### src/dcc_pkg.sv
// ----------------------------------------------------------------------------
// dcc_pkg
// Shared types and constants for the dispenser cycle controller: register
// indexes, register reset values and the bundles passed between modules.
// ----------------------------------------------------------------------------
package dcc_pkg;

    // register indexes, byte address is 4 * index
    localparam int unsigned REG_IDX_W = 2;
    localparam int unsigned ADDR_W    = REG_IDX_W + 2;
    localparam int unsigned DATA_W    = 32;

    typedef enum logic [REG_IDX_W-1:0] {
        REG_DEBOUNCE_TICKS = 2'd0,
        REG_CYCLE_TICKS    = 2'd1,
        REG_WINDOW_START   = 2'd2,
        REG_MAX_REPEATS    = 2'd3
    } t_reg_idx;

    // register reset values
    localparam logic [7:0]  DEBOUNCE_RST = 8'd96;
    localparam logic [15:0] CYCLE_RST    = 16'd3000;
    localparam logic [15:0] WINDOW_RST   = 16'd750;
    localparam logic [3:0]  MAX_REP_RST  = 4'd5;

    // counter limits
    localparam logic [7:0]  LOW_RUN_MAX  = 8'hFF;
    localparam logic [4:0]  COUNT_FIRST  = 5'd1;

    // configuration bundle
    typedef struct packed {
        logic [7:0]  debounce_ticks;
        logic [15:0] cycle_ticks;
        logic [15:0] window_start;
        logic [3:0]  max_repeats;
    } t_cfg;

    // one result beat
    typedef struct packed {
        logic       valve_on;
        logic       repeat_lamp;
        logic [4:0] cycle_number;
    } t_result;

endpackage

### src/dispenser_cycle_controller_unit.sv
// ----------------------------------------------------------------------------
// dispenser_cycle_controller_unit
// Debounced press detection and valve cycle control, one tick beat in and
// one result beat out.
//
//   channel  | dir | handshake                  | payload
//   ---------+-----+----------------------------+------------------------------
//   tick     | in  | i_in_valid / o_in_stall    | i_sensor_level
//   result   | out | o_out_valid / i_out_stall  | o_valve_on o_repeat_lamp
//            |     |                            | o_cycle_number
//   config   | in  | psel penable pwrite pready | paddr pwdata prdata
//
// One tick beat is taken per clock while o_in_stall is low; its result beat
// is registered. The state update is a single pass of logic.
// o_in_stall rises only when the result register and the skid entry both
// hold beats, i.e. once a tick beat is taken while the result beat is stalled.
// Synchronous active-low reset restores register defaults and controller
// state; no clearing pass.
// ----------------------------------------------------------------------------
module dispenser_cycle_controller_unit (
    input  logic                          i_clk,
    input  logic                          i_rst_n,
    // tick channel
    input  logic                          i_in_valid,
    output logic                          o_in_stall,
    input  logic                          i_sensor_level,
    // result channel
    output logic                          o_out_valid,
    input  logic                          i_out_stall,
    output logic                          o_valve_on,
    output logic                          o_repeat_lamp,
    output logic [4:0]                    o_cycle_number,
    // configuration port
    input  logic                          psel,
    input  logic                          penable,
    input  logic                          pwrite,
    input  logic [dcc_pkg::ADDR_W-1:0]    paddr,
    input  logic [dcc_pkg::DATA_W-1:0]    pwdata,
    output logic [dcc_pkg::DATA_W-1:0]    prdata,
    output logic                          pready
);

    dcc_pkg::t_cfg    w_cfg;
    dcc_pkg::t_result w_step_res;
    dcc_pkg::t_result w_out_res;
    logic             w_accept;
    logic             w_full;

    assign o_in_stall = w_full;
    assign w_accept   = i_in_valid && !o_in_stall;

    // configuration registers
    dcc_cfg_regs u_cfg (
        .i_clk   (i_clk),
        .i_rst_n (i_rst_n),
        .psel    (psel),
        .penable (penable),
        .pwrite  (pwrite),
        .paddr   (paddr),
        .pwdata  (pwdata),
        .prdata  (prdata),
        .pready  (pready),
        .o_cfg   (w_cfg)
    );

    // controller state update
    dcc_step u_step (
        .i_clk          (i_clk),
        .i_rst_n        (i_rst_n),
        .i_accept       (w_accept),
        .i_sensor_level (i_sensor_level),
        .i_cfg          (w_cfg),
        .o_result       (w_step_res)
    );

    // result register and skid entry
    dcc_out_skid u_out (
        .i_clk   (i_clk),
        .i_rst_n (i_rst_n),
        .i_push  (w_accept),
        .i_data  (w_step_res),
        .o_full  (w_full),
        .o_valid (o_out_valid),
        .i_stall (i_out_stall),
        .o_data  (w_out_res)
    );

    assign o_valve_on     = w_out_res.valve_on;
    assign o_repeat_lamp  = w_out_res.repeat_lamp;
    assign o_cycle_number = w_out_res.cycle_number;

    // input stalls only while a result beat is waiting
    a_stall_needs_result: assert property (@(posedge i_clk) disable iff (!i_rst_n)
        o_in_stall |-> o_out_valid)
        else $error("tick channel stalled with no result pending");

    // closed valve means the count is back at the first cycle
    a_idle_count_one: assert property (@(posedge i_clk) disable iff (!i_rst_n)
        (o_out_valid && !o_valve_on) |-> (o_cycle_number == dcc_pkg::COUNT_FIRST))
        else $error("cycle count not reset while valve closed");

    // a pending repeat exists only during a cycle
    a_lamp_needs_valve: assert property (@(posedge i_clk) disable iff (!i_rst_n)
        (o_out_valid && o_repeat_lamp) |-> o_valve_on)
        else $error("repeat lamp lit with valve closed");

    // count stays within one to sixteen
    a_count_range: assert property (@(posedge i_clk) disable iff (!i_rst_n)
        o_out_valid |-> ((o_cycle_number != 5'd0) && (o_cycle_number <= 5'd16)))
        else $error("cycle count out of range");

endmodule

### src/dcc_cfg_regs.sv
// ----------------------------------------------------------------------------
// dcc_cfg_regs
// APB-style register file holding the four timing registers; writes land on
// the access phase, reads return the zero-extended register value.
// ----------------------------------------------------------------------------
module dcc_cfg_regs (
    input  logic                          i_clk,
    input  logic                          i_rst_n,
    input  logic                          psel,
    input  logic                          penable,
    input  logic                          pwrite,
    input  logic [dcc_pkg::ADDR_W-1:0]    paddr,
    input  logic [dcc_pkg::DATA_W-1:0]    pwdata,
    output logic [dcc_pkg::DATA_W-1:0]    prdata,
    output logic                          pready,
    output dcc_pkg::t_cfg                 o_cfg
);

    dcc_pkg::t_cfg    r_cfg;
    dcc_pkg::t_reg_idx w_idx;
    logic             w_wr;

    assign w_idx  = dcc_pkg::t_reg_idx'(paddr[dcc_pkg::ADDR_W-1:2]);
    assign pready = 1'b1;
    assign w_wr   = psel && penable && pwrite && pready;

    // register writes
    always_ff @(posedge i_clk) begin
        if (!i_rst_n) begin
            r_cfg.debounce_ticks <= dcc_pkg::DEBOUNCE_RST;
            r_cfg.cycle_ticks    <= dcc_pkg::CYCLE_RST;
            r_cfg.window_start   <= dcc_pkg::WINDOW_RST;
            r_cfg.max_repeats    <= dcc_pkg::MAX_REP_RST;
        end else if (w_wr) begin
            unique case (w_idx)
                dcc_pkg::REG_DEBOUNCE_TICKS: r_cfg.debounce_ticks <= pwdata[7:0];
                dcc_pkg::REG_CYCLE_TICKS:    r_cfg.cycle_ticks    <= pwdata[15:0];
                dcc_pkg::REG_WINDOW_START:   r_cfg.window_start   <= pwdata[15:0];
                dcc_pkg::REG_MAX_REPEATS:    r_cfg.max_repeats    <= pwdata[3:0];
                default: ;
            endcase
        end
    end

    // read mux
    always_comb begin
        prdata = '0;
        unique case (w_idx)
            dcc_pkg::REG_DEBOUNCE_TICKS: prdata = {24'd0, r_cfg.debounce_ticks};
            dcc_pkg::REG_CYCLE_TICKS:    prdata = {16'd0, r_cfg.cycle_ticks};
            dcc_pkg::REG_WINDOW_START:   prdata = {16'd0, r_cfg.window_start};
            dcc_pkg::REG_MAX_REPEATS:    prdata = {28'd0, r_cfg.max_repeats};
            default:                     prdata = '0;
        endcase
    end

    assign o_cfg = r_cfg;

endmodule

### src/dcc_step.sv
// ----------------------------------------------------------------------------
// dcc_step
// Controller state and its one-tick update: debounce, press handling, cycle
// timer and repeat counting. State advances on every accepted tick beat.
// ----------------------------------------------------------------------------
module dcc_step (
    input  logic               i_clk,
    input  logic               i_rst_n,
    input  logic               i_accept,
    input  logic               i_sensor_level,
    input  dcc_pkg::t_cfg      i_cfg,
    output dcc_pkg::t_result   o_result
);

    logic [7:0]  r_low_run,   n_low_run;
    logic        r_press_taken, n_press_taken;
    logic        r_dispensing, n_dispensing;
    logic [15:0] r_cycle_timer, n_cycle_timer;
    logic        r_repeat_pending, n_repeat_pending;
    logic [4:0]  r_repeat_count, n_repeat_count;

    logic        w_low;
    logic        w_press;
    logic [7:0]  w_need;
    logic [15:0] w_len;
    logic [16:0] w_next;
    logic        w_pend;

    // next-state logic for one tick
    always_comb begin
        w_low  = !i_sensor_level;
        w_need = (i_cfg.debounce_ticks == 8'd0) ? 8'd1 : i_cfg.debounce_ticks;
        w_len  = (i_cfg.cycle_ticks == 16'd0) ? 16'd1 : i_cfg.cycle_ticks;
        w_next = {1'b0, r_cycle_timer} + 17'd1;

        // debounce, saturating run length
        if (w_low) begin
            n_low_run = (r_low_run == dcc_pkg::LOW_RUN_MAX) ? r_low_run : r_low_run + 8'd1;
        end else begin
            n_low_run = 8'd0;
        end
        w_press       = w_low && !r_press_taken && (n_low_run >= w_need);
        n_press_taken = w_low && (r_press_taken || w_press);

        // press starts a cycle, or requests a repeat once the timer reaches the window start
        n_dispensing  = r_dispensing || w_press;
        n_cycle_timer = r_cycle_timer;
        if (w_press && !r_dispensing) begin
            n_cycle_timer = 16'd0;
        end
        w_pend = r_repeat_pending ||
                 (w_press && r_dispensing && (r_cycle_timer >= i_cfg.window_start));
        n_repeat_pending = w_pend;
        n_repeat_count   = r_repeat_count;

        // timer advance, only for a cycle already running
        if (r_dispensing) begin
            if (w_next >= {1'b0, w_len}) begin
                n_cycle_timer = 16'd0;
                if (!w_pend || (r_repeat_count > {1'b0, i_cfg.max_repeats})) begin
                    n_dispensing   = 1'b0;
                    n_repeat_count = dcc_pkg::COUNT_FIRST;
                end else begin
                    n_repeat_count = r_repeat_count + 5'd1;
                end
                n_repeat_pending = 1'b0;
            end else begin
                n_cycle_timer = w_next[15:0];
            end
        end
    end

    // state registers
    always_ff @(posedge i_clk) begin
        if (!i_rst_n) begin
            r_low_run        <= 8'd0;
            r_press_taken    <= 1'b0;
            r_dispensing     <= 1'b0;
            r_cycle_timer    <= 16'd0;
            r_repeat_pending <= 1'b0;
            r_repeat_count   <= dcc_pkg::COUNT_FIRST;
        end else if (i_accept) begin
            r_low_run        <= n_low_run;
            r_press_taken    <= n_press_taken;
            r_dispensing     <= n_dispensing;
            r_cycle_timer    <= n_cycle_timer;
            r_repeat_pending <= n_repeat_pending;
            r_repeat_count   <= n_repeat_count;
        end
    end

    // result is the state after the update
    assign o_result.valve_on     = n_dispensing;
    assign o_result.repeat_lamp  = n_repeat_pending;
    assign o_result.cycle_number = n_repeat_count;

endmodule

### src/dcc_out_skid.sv
// ----------------------------------------------------------------------------
// dcc_out_skid
// Result register plus one skid entry, so the tick channel can still take one
// tick beat while a result beat waits on a stalled receiver.
// ----------------------------------------------------------------------------
module dcc_out_skid (
    input  logic               i_clk,
    input  logic               i_rst_n,
    input  logic               i_push,
    input  dcc_pkg::t_result   i_data,
    output logic               o_full,
    output logic               o_valid,
    input  logic               i_stall,
    output dcc_pkg::t_result   o_data
);

    logic             r_out_valid, r_skd_valid;
    dcc_pkg::t_result r_out, r_skd;
    logic             w_out_free;

    assign w_out_free = !r_out_valid || !i_stall;

    // control
    always_ff @(posedge i_clk) begin
        if (!i_rst_n) begin
            r_out_valid <= 1'b0;
            r_skd_valid <= 1'b0;
        end else if (w_out_free) begin
            r_out_valid <= r_skd_valid || i_push;
            r_skd_valid <= 1'b0;
        end else if (i_push) begin
            r_skd_valid <= 1'b1;
        end
    end

    // payload
    always_ff @(posedge i_clk) begin
        if (w_out_free) begin
            r_out <= r_skd_valid ? r_skd : i_data;
        end else if (i_push) begin
            r_skd <= i_data;
        end
    end

    assign o_full  = r_skd_valid;
    assign o_valid = r_out_valid;
    assign o_data  = r_out;

endmodule
### config.mk
export PLATFORM = sky130hd
export DESIGN_NAME = dispenser_cycle_controller_unit
export DESIGN_NICKNAME = d
export VERILOG_FILES = /design/src/dcc_pkg.sv /design/src/dispenser_cycle_controller_unit.sv /design/src/dcc_cfg_regs.sv /design/src/dcc_step.sv /design/src/dcc_out_skid.sv
export SDC_FILE = /design/constraint.sdc
export NUM_CORES = 1
export LEC_CHECK = 0
export BUFFER_PORTS_ARGS = -buffer_cell sky130_fd_sc_hd__buf_4
export CAP_MARGIN = 20
export CORE_ASPECT_RATIO = 1.5
export CORE_MARGIN = 4
export CORE_UTILIZATION = 50
export DETAILED_ROUTE_END_ITERATION = 8
export PLACE_DENSITY = 0.71
export SYNTH_ARGS = -nofsm -noshare
export SYNTH_HDL_FRONTEND = slang
export SYNTH_SLANG_ARGS = --single-unit
### constraint.sdc
create_clock -name i_clk -period 4.19 [get_ports i_clk]
set_clock_uncertainty 0.2 [all_clocks]
set_input_delay 0.419 -clock i_clk [delete_from_list [all_inputs] [get_ports i_clk]]
set_output_delay 0.419 -clock i_clk [all_outputs]
set_load 0.03 [all_outputs]
## Word level (Yosys, flattened, before mapping)

Index checks and enable logic that the tools add are counted.

| word-level totals | value |
|---|---|
| register bits | 92 |
| input port bits | 44 |
| output and inout bits | 42 |
| logic and storage cells | 81 |

| operators by class | value |
|---|---|
| add/subtract/negate cells | 3 |
| $lt $le $gt $ge | 4 |
| equal/unequal tests | 4 |
| multiplexer cells | 17 |
| bitwise logic cells | 2 |
| reduce and logical (&&, ||, !) cells | 33 |

Operator list:

| operator | count |
|---|---|
| 32-bit case mux with 4 select lines | 1 |
| 16-bit two-way mux | 4 |
| 8-bit two-way mux | 3 |
| 16-bit by 1-bit adder with 17-bit output, second input constant | 1 |
| 17-bit by 16-bit greater-or-equal comparator with 1-bit output | 1 |
| 16-bit greater-or-equal comparator | 1 |
| 16-bit logical NOT | 1 |
| 5-bit two-way mux | 3 |
| 2-bit AND reduction | 6 |
| 1-bit logical AND | 9 |
| 8-bit by 1-bit adder with 8-bit output, second input constant | 1 |
| 8-bit equality test, second input constant | 1 |
| 8-bit greater-or-equal comparator | 1 |
| 8-bit logical NOT | 1 |
| 1-bit logical NOT | 7 |
| 7-bit two-way mux | 1 |
| 1-bit logical OR | 6 |
| 5-bit by 1-bit adder with 5-bit output, second input constant | 1 |
| 5-bit by 4-bit > comparator with 1-bit output | 1 |
| 1-bit two-way mux | 5 |
| 2-bit equality test, second input constant | 2 |
| 2-bit by 1-bit equality test with 1-bit output, second input constant | 1 |
| 2-bit logical NOT | 1 |
| 1-bit inverter | 2 |
| 2 further kinds | 2 |

## Longest topological paths before layout

Gate-level depths: netlist (run 1).

| depth | value |
|---|---|
| depth in word-level cells | 14 |
| mapped depth | 18 |

## By module

Synthesis (run 1) repeated with hierarchy kept, for this count alone.

| second synthesis, totals | value |
|---|---|
| cell total of the unflattened synthesis | 672 |
| area, all modules | 5885.6 µm² |

Modules (own cells, without submodules):

| module | instances | cells an instance | area each (µm²) | sequential area each (µm²) |
|---|---|---|---|---|
| dcc_step | 1 | 403 | 3084.2 | 640.6 |
| dcc_cfg_regs | 1 | 239 | 2174.6 | 880.8 |
| dcc_out_skid | 1 | 29 | 613.1 | 460.4 |
| dispenser_cycle_controller_unit | 1 | 1 | 13.8 | 0.0 |

## Worst setup path before layout (run 1)

No wires, ideal clock.

| timing path | value |
|---|---|
| path type | register to register |
| start | register u_step.r_cycle_timer[0] |
| end | register u_out.r_out (netlist bit u_out.o_data[4]) (data pin) |
| data arrival time | 3.276 ns |
| required time | 3.732 ns |
| slack | 0.456 ns |
| stages on the path, launching flop included | 14 |
| buffers on the path | 0 |
| path through | dfxtp_1 > ha_1 > nand3_1 > or3_4 > and2_2 > or2_2 > ha_1 > a211o_1 > o211ai_1 > a21oi_1 > a311oi_1 > a21boi_4 > a41oi_2 > o31ai_2 |

| on the way | value |
|---|---|
| longest elaborated chain between the ends | 9 |

Ends and longest elaborated chain:

| element | line | text |
|---|---|---|
| from (decl) | dcc_step.sv:18 | `logic [15:0] r_cycle_timer, n_cycle_timer;` |
| from (signal assigned) | dcc_step.sv:86 | `r_cycle_timer <= n_cycle_timer;` |
| branches (longest 6 deep; another with 16-bit by 1-bit adder with 17-bit output) | - |  |
| 5-bit two-way mux * | dcc_step.sv:58 | `if (w_next >= {1'b0, w_len}) begin` |
| 5-bit two-way mux * | dcc_step.sv:57 | `if (r_dispensing) begin` |
| 7-bit two-way mux * | dcc_out_skid.sv:39 | `r_out <= r_skd_valid ? r_skd : i_data;` |
| to (signal assigned) | dcc_out_skid.sv:39 |  |
| to (decl) | dcc_out_skid.sv:18 | `dcc_pkg::t_result r_out, r_skd;` |

Every way passes the cells marked *.
A chain may end at the register's enable or synchronous reset.

## Worst setup path in the final report (run 1)

Same ends and word-level chain as after synthesis.

==> results by group, run 1 <==
Timing
  • Final setup viols: 0
  • Hold WS: 0.0975 ns
  • Setup repair after global routing missed its margin: false
  • Final Hold Fails: 0
  • Worst-Margin Slew: 1.03 ns
  • Fin. max-slew vios: 0
  • Relative slew margins: 31.1%
  • Fin crit share: 94.0%
  • Setup tns final: 0 ns
  • Fmax: 254 MHz
  • Min Tclk post-route: 3.94 ns

Synth
  • Multiplexer share of the synthesized area: 3.58%
  • Cells after synthesis: 682
  • Main combinational cell family by area after synthesis: simple AND/OR/NAND/NOR gates
  • #FFs+latches synth: 92
  • Syn Area/Cell: 8.41 um^2
  • Dominant synthesized flop cell: dfxtp_1
  • Simple-Gate Fraction of Synth Area: 21.8%
  • Mapped cell area: 0.00574 mm^2
  • Compound-Gate Fraction of Synth Area: 20.5%
  • Asr flop ratio synth: 0%
  • Register area share after synthesis: 34.6%
  • Netlist cell types: 67
  • Post-synth EDFFs: 14
  • YS warnings: 0
  • Adder-cell share of the synthesized area: 10.3%
  • Post-synthesis xor/xnor area fraction: 1.37%

Detailed routing
  • Via Count: 4921
  • Post-route ant nets: 0
  • DR iter-0 viols: 232
  • Vias per std cell: 5.64
  • Total wire length: 14.2 mm
  • Drt pass-1 iters: 5
  • Remaining DRCs: 0
  • Wire length per cell: 16.3 um

Critical path
  • Critical path startpoint category: register
  • Worst Path Max Fanout: 6
  • CP endpoint kind: register
  • Worst path max stage delay: 0.43 ns
  • Worst path cell trace: ha_2 > nand3_1 > or3_4 > and2_2 > or2_2 > ha_1 > a211o_1 > o211ai_1 > a21oi_1 > a311oi_1 > buf_4 > a21boi_4 > a41oi_2 > o31ai_2
  • Slowest-stage cell, CP: or3_4
  • CP required: 4.08 ns
  • WP data arrival: 3.83 ns
  • Critical setup path kind: register to register

Pwr
  • Power per Cell Area: 291 mW/mm^2
  • Leak: 2.74 nW
  • Switching power: 502 uW
  • Sw Share: 26.6%
  • Maximum VDD drop: 196 uV
  • Power share of the clock group: 42.0%
  • Combinational Power Share: 9.4%
  • Sequential power share: 48.6%
  • Total Power: 1.89 mW
  • Internal Power: 1.38 mW

Global routing
  • Vias in the first global route: 4813
  • Met3 Use GR: 4.07%
  • First-pass GRT wire length: 23.2 mm
  • Congestion Overflow GR: 0
  • Busiest layer in global routing: met2
  • GR Util met1: 25.7%
  • GRT met2 Usage: 37.6%
  • GRT Overall Usage: 22.4%
  • Largest net degree at the start of global routing: 80
  • Initial antenna violation count: 0

Clock tree
  • TritonCTS clock tree: built
  • Clock Latency Late Sink: 0.35 ns
  • CTS root buffer: clkbuf_16
  • Hold-fix buffers at CTS: 0
  • Num CTS Buffers: 9
  • Clk sinks: 92
  • CTS clk-pin slew, worst paths: 0.07 ns
  • H-tree Lvls: 3
  • Clock Tree Buf Depth: 2

Status
  • Outcome: completed

Layout
  • Most frequent cells in the layout: nand2_1 (117), dfxtp_1 (78), buf_4 (60), inv_1 (47), ha_1 (46)
  • Most common library cell in the layout ignoring fill and taps: nand2_1
  • Non-Filler Instances: 873
  • Area delta synth->final: 12.9%
  • Layout cells sized above 1: 15.3%
  • # diodes: 0
  • Final #Nets: 812

Floorplanning
  • Initial Util: 51.6%
  • Die extent in y: 139 um
  • Core area: 0.0111 mm^2
  • Rows: 47
  • Ports: 86
  • Die area: 0.0133 mm^2
  • DIE WIDTH: 95.5 um

Place
  • Routability cong.: 0.892
  • Port bufs: 50
  • DP HPWL: 10.8 mm
  • Placed Cells: 856

Hold path
  • Worst Hold Class: primary input to register

Run
  • Max-cap viol count: 0
-- metal layers --
metal,wire length (um),share of wire [%]
met1,5490,39
met5,0,0
met3,659,4.6
met4,741,5.2
met2,7320,51
-- metrics by stage --
| step | setup slack [ns] | utilization (%) | instance area, um^2 |
|---|---|---|---|
| after floorplan | 0.456 | - | 5790 |
| after detailed placement | 0.136 | 55.5 | 6170 |
| final | 0.252 | 58.3 | 6480 |
| after global placement | 0.222 | 55.5 | 6170 |
| after CTS | 0.115 | 58.1 | 6450 |
| after global routing | 0.0248 | 58.3 | 6480 |
-- Yosys cell counts, types with 2 or more instances --
library cell,count,area (um^2)
a211oi_1,4,30.0
a21boi_0,40,300
a21boi_1,3,22.5
a21o_1,3,22.5
a21oi_1,20,100
a22o_1,8,70.1
a22oi_1,7,52.6
a31oi_1,3,18.8
a41o_1,3,30.0
and2_0,2,12.5
and2_1,5,31.3
and2_2,2,15.0
and3_1,5,31.3
buf_1,2,7.51
buf_2,2,10.0
buf_4,17,128
clkbuf_1,24,90.1
clkbuf_8,2,27.5
conb_1,2,7.51
dfxtp_1,78,1560
edfxtp_1,14,420
ha_1,47,588
inv_1,47,176
mux2i_1,10,100
mux4_2,4,90.1
nand2_1,117,439
nand2b_1,3,18.8
nand3_1,20,100
nand4_1,4,25.0
nor2_1,30,113
nor2b_1,24,150
nor3_1,15,75.1
nor3_4,2,32.5
nor3b_1,2,15.0
nor4_1,5,31.3
o211ai_1,21,158
o21a_1,5,37.5
o21ai_0,30,150
o31ai_1,2,15.0
or2_2,10,62.6
or3_1,2,12.5
or4_1,4,30.0
xnor2_1,4,35.0
xor2_1,5,43.8
-- kinds of logic (layout without fill, tap and decap cells) --
group                    count (synthesis)  after routing
buffers and inverters                   95            124
adder cells (fa/ha/maj)                 47             47
AO/OA/AOI/OAI                          165            165
AND/OR/NAND/NOR                        257            257
multiplexers                            15             15
other                                    2             17
flip-flops                              92             92
XOR/XNOR                                 9              9
-- power groups by stage --
stage | Clock (mW) | Sequential [mW] | Combinational [mW]
global placement | 0 | 0.936 | 0.175
detailed placement | 0 | 0.937 | 0.178
CTS | 0.808 | 0.917 | 0.178
floorplan | 0 | 0.943 | 0.118
finish | 0.791 | 0.917 | 0.178
global route | 0.844 | 0.918 | 0.193
-- area by class of cell --
cell class | count | area, um^2
fill | 1020 | 4640
inverter | 47 | 176
sequential | 92 | 1980
clock buffer | 9 | 225
multi-input combinational | 510 | 3380
clock inverter | 7 | 58.8
tap | 147 | 184
timing repair buffer | 61 | 470
-- critical path: cells and delay by family (launching register included) --
family | cells | cell delay [ns]
AND/OR/NAND/NOR | 4 | 1.07
buffers and inverters | 1 | 0.19
AO/OA/AOI/OAI | 7 | 1.25
adder cells (fa/ha/maj) | 2 | 0.57
flip-flops | 1 | 0.42
-- state kept, by name (all words and copies together), names as in the netlist --
signal,count
u_step.r_repeat_count,5
u_step.r_repeat_pending,1
u_out.r_skd,7
u_step.r_dispensing,1
u_out.o_valid,1
u_out.o_full,1
u_step.r_press_taken,1
u_step.r_cycle_timer,16
u_step.r_low_run,8
u_cfg.o_cfg,44
u_out.o_data,7
-- repair_timing --
action / CTS / global route
gates resized for setup: 0 / 3
endpoints found under the setup margin: 0 / 14
buffers inserted: 0 / 1
hold endpoints to repair: 0 / 0
-- final timing paths --
check	from	endpoint	slack, ns	cells after the start
min reg2reg	u_cfg.o_cfg[8]$_SDFFE_PN0P_	u_cfg.o_cfg[8]$_SDFFE_PN0P_	0.29	2
max	u_step.r_cycle_timer[0]$_SDFFE_PN0P_	u_out.o_data[4]$_DFFE_PP_	0.25	14
min	pwdata[9]	u_cfg.o_cfg[29]$_SDFFE_PN1P_	0.1	3
max reg2reg	u_step.r_cycle_timer[0]$_SDFFE_PN0P_	u_out.o_data[4]$_DFFE_PP_	0.25	14
No activity file was read; power rests on OpenSTA's default activity.
==> inputs of run 2 (changes only) <==
--- a/config.mk
+++ b/config.mk
@@ -5,13 +5,14 @@
 export SDC_FILE = /design/constraint.sdc
 export NUM_CORES = 1
 export LEC_CHECK = 0
+export ABC_AREA = 1
 export BUFFER_PORTS_ARGS = -buffer_cell sky130_fd_sc_hd__buf_4
 export CAP_MARGIN = 20
 export CORE_ASPECT_RATIO = 1.5
 export CORE_MARGIN = 4
 export CORE_UTILIZATION = 50
 export DETAILED_ROUTE_END_ITERATION = 8
-export PLACE_DENSITY = 0.71
+export PLACE_DENSITY = 0.72
 export SYNTH_ARGS = -nofsm -noshare
 export SYNTH_HDL_FRONTEND = slang
 export SYNTH_SLANG_ARGS = --single-unit
==> results by group, run 2 <==
Clock tree
  • Setup Fix Bufs, Post-CTS: 0
  • CTS root buffer: clkbuf_16
  • TritonCTS clock tree: built
  • CTS clk-pin slew, worst paths: 0.07 ns
  • Num CTS Buffers: 9
  • Clock Tree Buf Depth: 2
  • H-tree Lvls: 3
  • Clock Latency Late Sink: 0.34 ns
  • Gates resized, CTS repair: 0
  • Hold-fix buffers at CTS: 0
  • Clk sinks: 92

Timing
  • Fin. max-slew vios: 0
  • Final worst slack: 0.528 ns
  • Worst-Margin Slew: 0.935 ns
  • Fin crit share: 87.4%
  • Final setup viols: 0
  • Setup repair after global routing missed its margin: false
  • Fmax: 273 MHz
  • Setup tns final: 0 ns
  • Min Tclk post-route: 3.66 ns
  • Relative slew margins: 37.6%
  • Hold WS: 0.102 ns
  • Final Hold Fails: 0

Synth
  • Share of the synthesized area in the top cell type: 28.0%
  • Most common library cells after synthesis: nand2_1 (124), inv_1 (101), dfxtp_1 (78)
  • Netlist cell types: 44
  • #FFs+latches synth: 92
  • Mapped cell area: 0.00559 mm^2
  • Post-synth EDFFs: 14
  • Top-count cell post-synth: nand2_1
  • Largest cells by area after synthesis: dfxtp_1 (28%), ha_1 (11%), nand2_1 (8.3%)
  • Cells after synthesis: 727
  • Synth area leader: dfxtp_1
  • Register area share after synthesis: 35.5%
  • Dominant synthesized flop cell: dfxtp_1
  • YS warnings: 0
  • Syn Area/Cell: 7.68 um^2
  • Asr flop ratio synth: 0%

Critical path
  • Worst path max stage delay: 0.37 ns
  • Worst Path Max Fanout: 5
  • WP data arrival: 3.67 ns
  • Critical path startpoint category: register
  • Cell mode on critical path: nand2_1
  • Slowest-stage cell, CP: dfxtp_1
  • CP endpoint kind: register
  • Critical setup path kind: register to register
  • CP required: 4.20 ns

Place
  • Worst slack at placement: 0.598 ns
  • Routability cong.: 0.865
  • Placed Area: 0.00599 mm^2
  • DP HPWL: 10.7 mm
  • Port bufs: 50
  • Placed Cells: 902

Layout
  • Most common library cell in the layout ignoring fill and taps: nand2_1
  • Final #Nets: 857
  • Most frequent cells in the layout: nand2_1 (124), inv_1 (101), dfxtp_1 (78), a21oi_1 (66), buf_4 (53)
  • Layout cells sized above 1: 14.4%
  • Area delta synth->final: 12.7%
  • End-of-flow core utilization: 57.2%
  • Number of flip-flops in the largest register: 44
  • Design area: 0.00629 mm^2
  • Non-Filler Instances: 918
  • # diodes: 0

Global routing
  • First-pass GRT wire length: 22.6 mm
  • Initial antenna violation count: 0
  • Largest net degree at the start of global routing: 57
  • Congestion Overflow GR: 0
  • Vias in the first global route: 4904
  • GRT Overall Usage: 22.3%

Floorplanning
  • Ports: 86
  • Rows: 47
  • DIE WIDTH: 94.3 um
  • Die extent in y: 137 um
  • Initial Util: 50.8%
  • Die area: 0.0130 mm^2
  • Core area: 0.0110 mm^2

Detailed routing
  • Vias per std cell: 5.44
  • Total wire length: 13.9 mm
  • Post-route ant nets: 0
  • Wire length per cell: 15.1 um
  • Via Count: 4998
  • DR iter-0 viols: 216
  • Drt pass-1 iters: 5
  • Remaining DRCs: 0

Pwr
  • Maximum VDD drop: 232 uV
  • Power per Cell Area: 322 mW/mm^2
  • Leak: 2.87 nW
  • Total Power: 2.03 mW

Run
  • Max-cap viol count: 0

Status
  • Outcome: completed

Hold path
  • Worst Hold Class: primary input to register
## run 2: layer usage
| metal | GRT usage [%] | vias to the layer above | share of wire (%) |
|---|---|---|---|
| met5 | 0 | - | 0 |
| met1 | 21.9 | 2303 | 37 |
| li1 | - | 2500 | - |
| met3 | 3.44 | 50 | 3.8 |
| met4 | 14.5 | 0 | 5.6 |
| met2 | 42.3 | 145 | 54 |
## run 2: cell families (layout without fill, tap and decap cells)
logic type,count (synthesis),count (layout),synth area share [%]
xor+xnor,14,14,2.19
fa+ha+maj,47,47,10.5
buf+inv,147,176,11.4
simple gates,245,245,20.9
other cells,2,17,0.134
flops,92,92,35.5
compound gates,180,180,19.3
## run 2: area by class of cell
cell class	count	area (um^2)
Fill cell	1040	4700
Timing Repair Buffer	53	398
Multi-Input combinational cell	503	3020
Clock inverter	3	25.0
Inverter	107	403
Tap cell	147	184
Clock buffer	13	282
Sequential cell	92	1980
## run 2: report_power, final
| group | switching (mW) | internal [mW] |
|---|---|---|
| logic | 0.176 | 0.0833 |
| clock network | 0.347 | 0.474 |
| registers | 0.0198 | 0.927 |
## run 2: critical path, delay by kind of cell (launching register included)
| family | cells | cell delay, ns |
|---|---|---|
| AND/OR/NAND/NOR | 21 | 2.34 |
| adder cells (fa/ha/maj) | 1 | 0.27 |
| AO/OA/AOI/OAI | 1 | 0.09 |
| buffers and inverters | 3 | 0.26 |
| flip-flops | 1 | 0.37 |
## run 2: final timing paths
| path | from | endpoint | slack (ns) | cells past startpoint |
|---|---|---|---|---|
| setup / recovery | u_step.r_low_run[3]$_SDFFE_PN0P_ | u_out.o_data[1]$_DFFE_PP_ | 0.53 | 26 |
| hold / removal | pwdata[9] | u_cfg.o_cfg[29]$_SDFFE_PN1P_ | 0.10 | 3 |
| setup reg to reg | u_step.r_low_run[3]$_SDFFE_PN0P_ | u_out.o_data[1]$_DFFE_PP_ | 0.53 | 26 |
| hold reg to reg | u_cfg.o_cfg[17]$_SDFFE_PN0P_ | u_cfg.o_cfg[17]$_SDFFE_PN0P_ | 0.29 | 2 |
==> inputs of run 3 (changes only) <==
--- a/config.mk
+++ b/config.mk
@@ -8,7 +8,7 @@
 export ABC_AREA = 1
 export BUFFER_PORTS_ARGS = -buffer_cell sky130_fd_sc_hd__buf_4
 export CAP_MARGIN = 20
-export CORE_ASPECT_RATIO = 1.5
+export CORE_ASPECT_RATIO = 1.4
 export CORE_MARGIN = 4
 export CORE_UTILIZATION = 50
 export DETAILED_ROUTE_END_ITERATION = 8
==> results by group, run 3 (same netlist as run 2, synthesis figures left out) <==
Global routing
  • Vias in the first global route: 4879
  • Largest net degree at the start of global routing: 57
  • Initial antenna violation count: 0
  • First-pass GRT wire length: 23.0 mm
  • GRT Overall Usage: 21.7%
  • Congestion Overflow GR: 0

Pwr
  • Power share of the clock group: 42.5%
  • Power per Cell Area: 332 mW/mm^2
  • Total Power: 2.10 mW
  • Sw Share: 26.6%
  • Switching power: 558 uW
  • Leak: 2.88 nW
  • Maximum VDD drop: 179 uV
  • Combinational Power Share: 12.4%
  • Sequential power share: 45.2%
  • Internal Power: 1.54 mW

Hold path
  • Worst Hold Class: primary input to register
  • Hold depth: 3

Run
  • Max-cap viol count: 0

Place
  • Placed Area: 0.00598 mm^2
  • Port bufs: 50
  • Routability cong.: 0.864
  • Worst slack at placement: 0.608 ns
  • DP HPWL: 10.6 mm

Floorplanning
  • Ports: 86
  • Rows: 45
  • Initial Util: 51.4%
  • Core area: 0.0109 mm^2
  • Die extent in y: 133 um
  • DIE WIDTH: 97.3 um
  • Die area: 0.0130 mm^2

Critical path
  • Critical setup path kind: register to register
  • Worst path max stage delay: 0.42 ns
  • R2R depth: 15
  • Critical path buffers and inverters: 1
  • Critical path startpoint category: register
  • WP data arrival: 3.58 ns
  • WP depth: 15
  • CP endpoint kind: register
  • Worst Path Max Fanout: 16
  • CP required: 4.17 ns
  • Slowest-stage cell, CP: dfxtp_1
  • Worst path cell trace: ha_1 > nand3_2 > nor3_2 > nand2_1 > nor3_2 > nand3_1 > xnor2_1 > ha_1 > nand4_1 > nor4_1 > nand2_1 > nand3_4 > clkinv_2 > nand3_1 > a21oi_1
  • CP top delay family: simple AND/OR/NAND/NOR gates

Clock tree
  • Clk sinks: 92
  • Setup Fix Bufs, Post-CTS: 0
  • Hold-fix buffers at CTS: 0
  • H-tree Lvls: 3
  • CTS root buffer: clkbuf_16
  • CTS clk-pin slew, worst paths: 0.07 ns
  • Gates resized, CTS repair: 0
  • Num CTS Buffers: 9
  • Clock Latency Late Sink: 0.35 ns
  • Clock Tree Buf Depth: 2
  • TritonCTS clock tree: built

Timing
  • Relative slew margins: 35.6%
  • Min Tclk post-route: 3.60 ns
  • Final setup viols: 0
  • Final worst slack: 0.592 ns
  • Worst-Margin Slew: 0.965 ns
  • Fin crit share: 85.9%
  • Setup repair after global routing missed its margin: false
  • Final Hold Fails: 0
  • Setup tns final: 0 ns
  • Fin. max-slew vios: 0
  • Fmax: 278 MHz

Layout
  • Design area: 0.00630 mm^2
  • Most frequent cells in the layout: nand2_1 (124), inv_1 (101), dfxtp_1 (78), a21oi_1 (66), buf_4 (53)
  • Number of flip-flops in the largest register: 44
  • Area delta synth->final: 12.9%
  • Most common library cell in the layout ignoring fill and taps: nand2_1
  • # diodes: 0
  • Filler cells: 986
  • Layout cells sized above 1: 14.5%
  • Final #Nets: 857

Detailed routing
  • Total wire length: 13.7 mm
  • Via Count: 4937
  • Vias per std cell: 5.41
  • Post-route ant nets: 0
  • DR iter-0 viols: 222
  • Drt pass-1 iters: 5
  • Remaining DRCs: 0
  • Wire length per cell: 15.1 um

Status
  • Outcome: completed
[run 3: path summary, 6_finish.rpt]
path / start / slack, ns / endpoint
hold / removal: pwdata[11] / 0.11 / u_cfg.o_cfg[31]$_SDFFE_PN1P_
setup reg to reg: u_step.r_cycle_timer[0]$_SDFFE_PN0P_ / 0.59 / u_step.r_cycle_timer[4]$_SDFFE_PN0P_
setup / recovery: u_step.r_cycle_timer[0]$_SDFFE_PN0P_ / 0.59 / u_step.r_cycle_timer[4]$_SDFFE_PN0P_
hold reg to reg: u_step.r_low_run[5]$_SDFFE_PN0P_ / 0.31 / u_step.r_low_run[5]$_SDFFE_PN0P_
[run 3: per-layer routing]
metal,up-vias,GRT usage (%),part of all wire (%)
met2,129,39.6,52
met3,45,3.22,3.4
met4,0,12.5,5.2
li1,2497,-,-
met1,2266,23.7,39
met5,-,0,0
[run 3: worst register-to-register path: stages, from the launching register on]
cell,delay [ns]
dfxtp_1,0.42
ha_1,0.24
nand3_2,0.16
nor3_2,0.20
nand2_1,0.09
nor3_2,0.21
nand3_1,0.16
xnor2_1,0.21
ha_1,0.35
nand4_1,0.12
nor4_1,0.28
nand2_1,0.13
nand3_4,0.17
clkinv_2,0.29
nand3_1,0.16
a21oi_1,0.07
[run 3: power groups by stage]
| stage | combinational [mW] | clock [mW] | sequential (mW) |
|---|---|---|---|
| after floorplan | 0.172 | 0 | 0.976 |
| after global placement | 0.251 | 0 | 0.965 |
| after detailed placement | 0.258 | 0 | 0.966 |
| after CTS | 0.259 | 0.900 | 0.946 |
| after global routing | 0.285 | 0.939 | 0.950 |
| final | 0.259 | 0.890 | 0.946 |
[run 3: stage by stage]
step	hold WS [ns]	utilization (%)	cells
3_3_place_gp	0.276	55.0	896
5_1_grt	0.114	58.0	912
2_1_floorplan	0.255	-	742
6_report	0.105	58.0	912
4_1_cts	0.0982	58.0	912
3_5_place_dp	0.289	55.0	896
[run 3: layout make-up]
type	instances	area (um^2)	share of cell area, %
Clock buffer	9	225	3.57
Clock inverter	7	98.8	1.57
Inverter	107	403	6.39
Multi-Input combinational cell	503	3020	47.9
Sequential cell	92	1980	31.4
Tap cell	141	176	2.80
Timing Repair Buffer	53	398	6.31
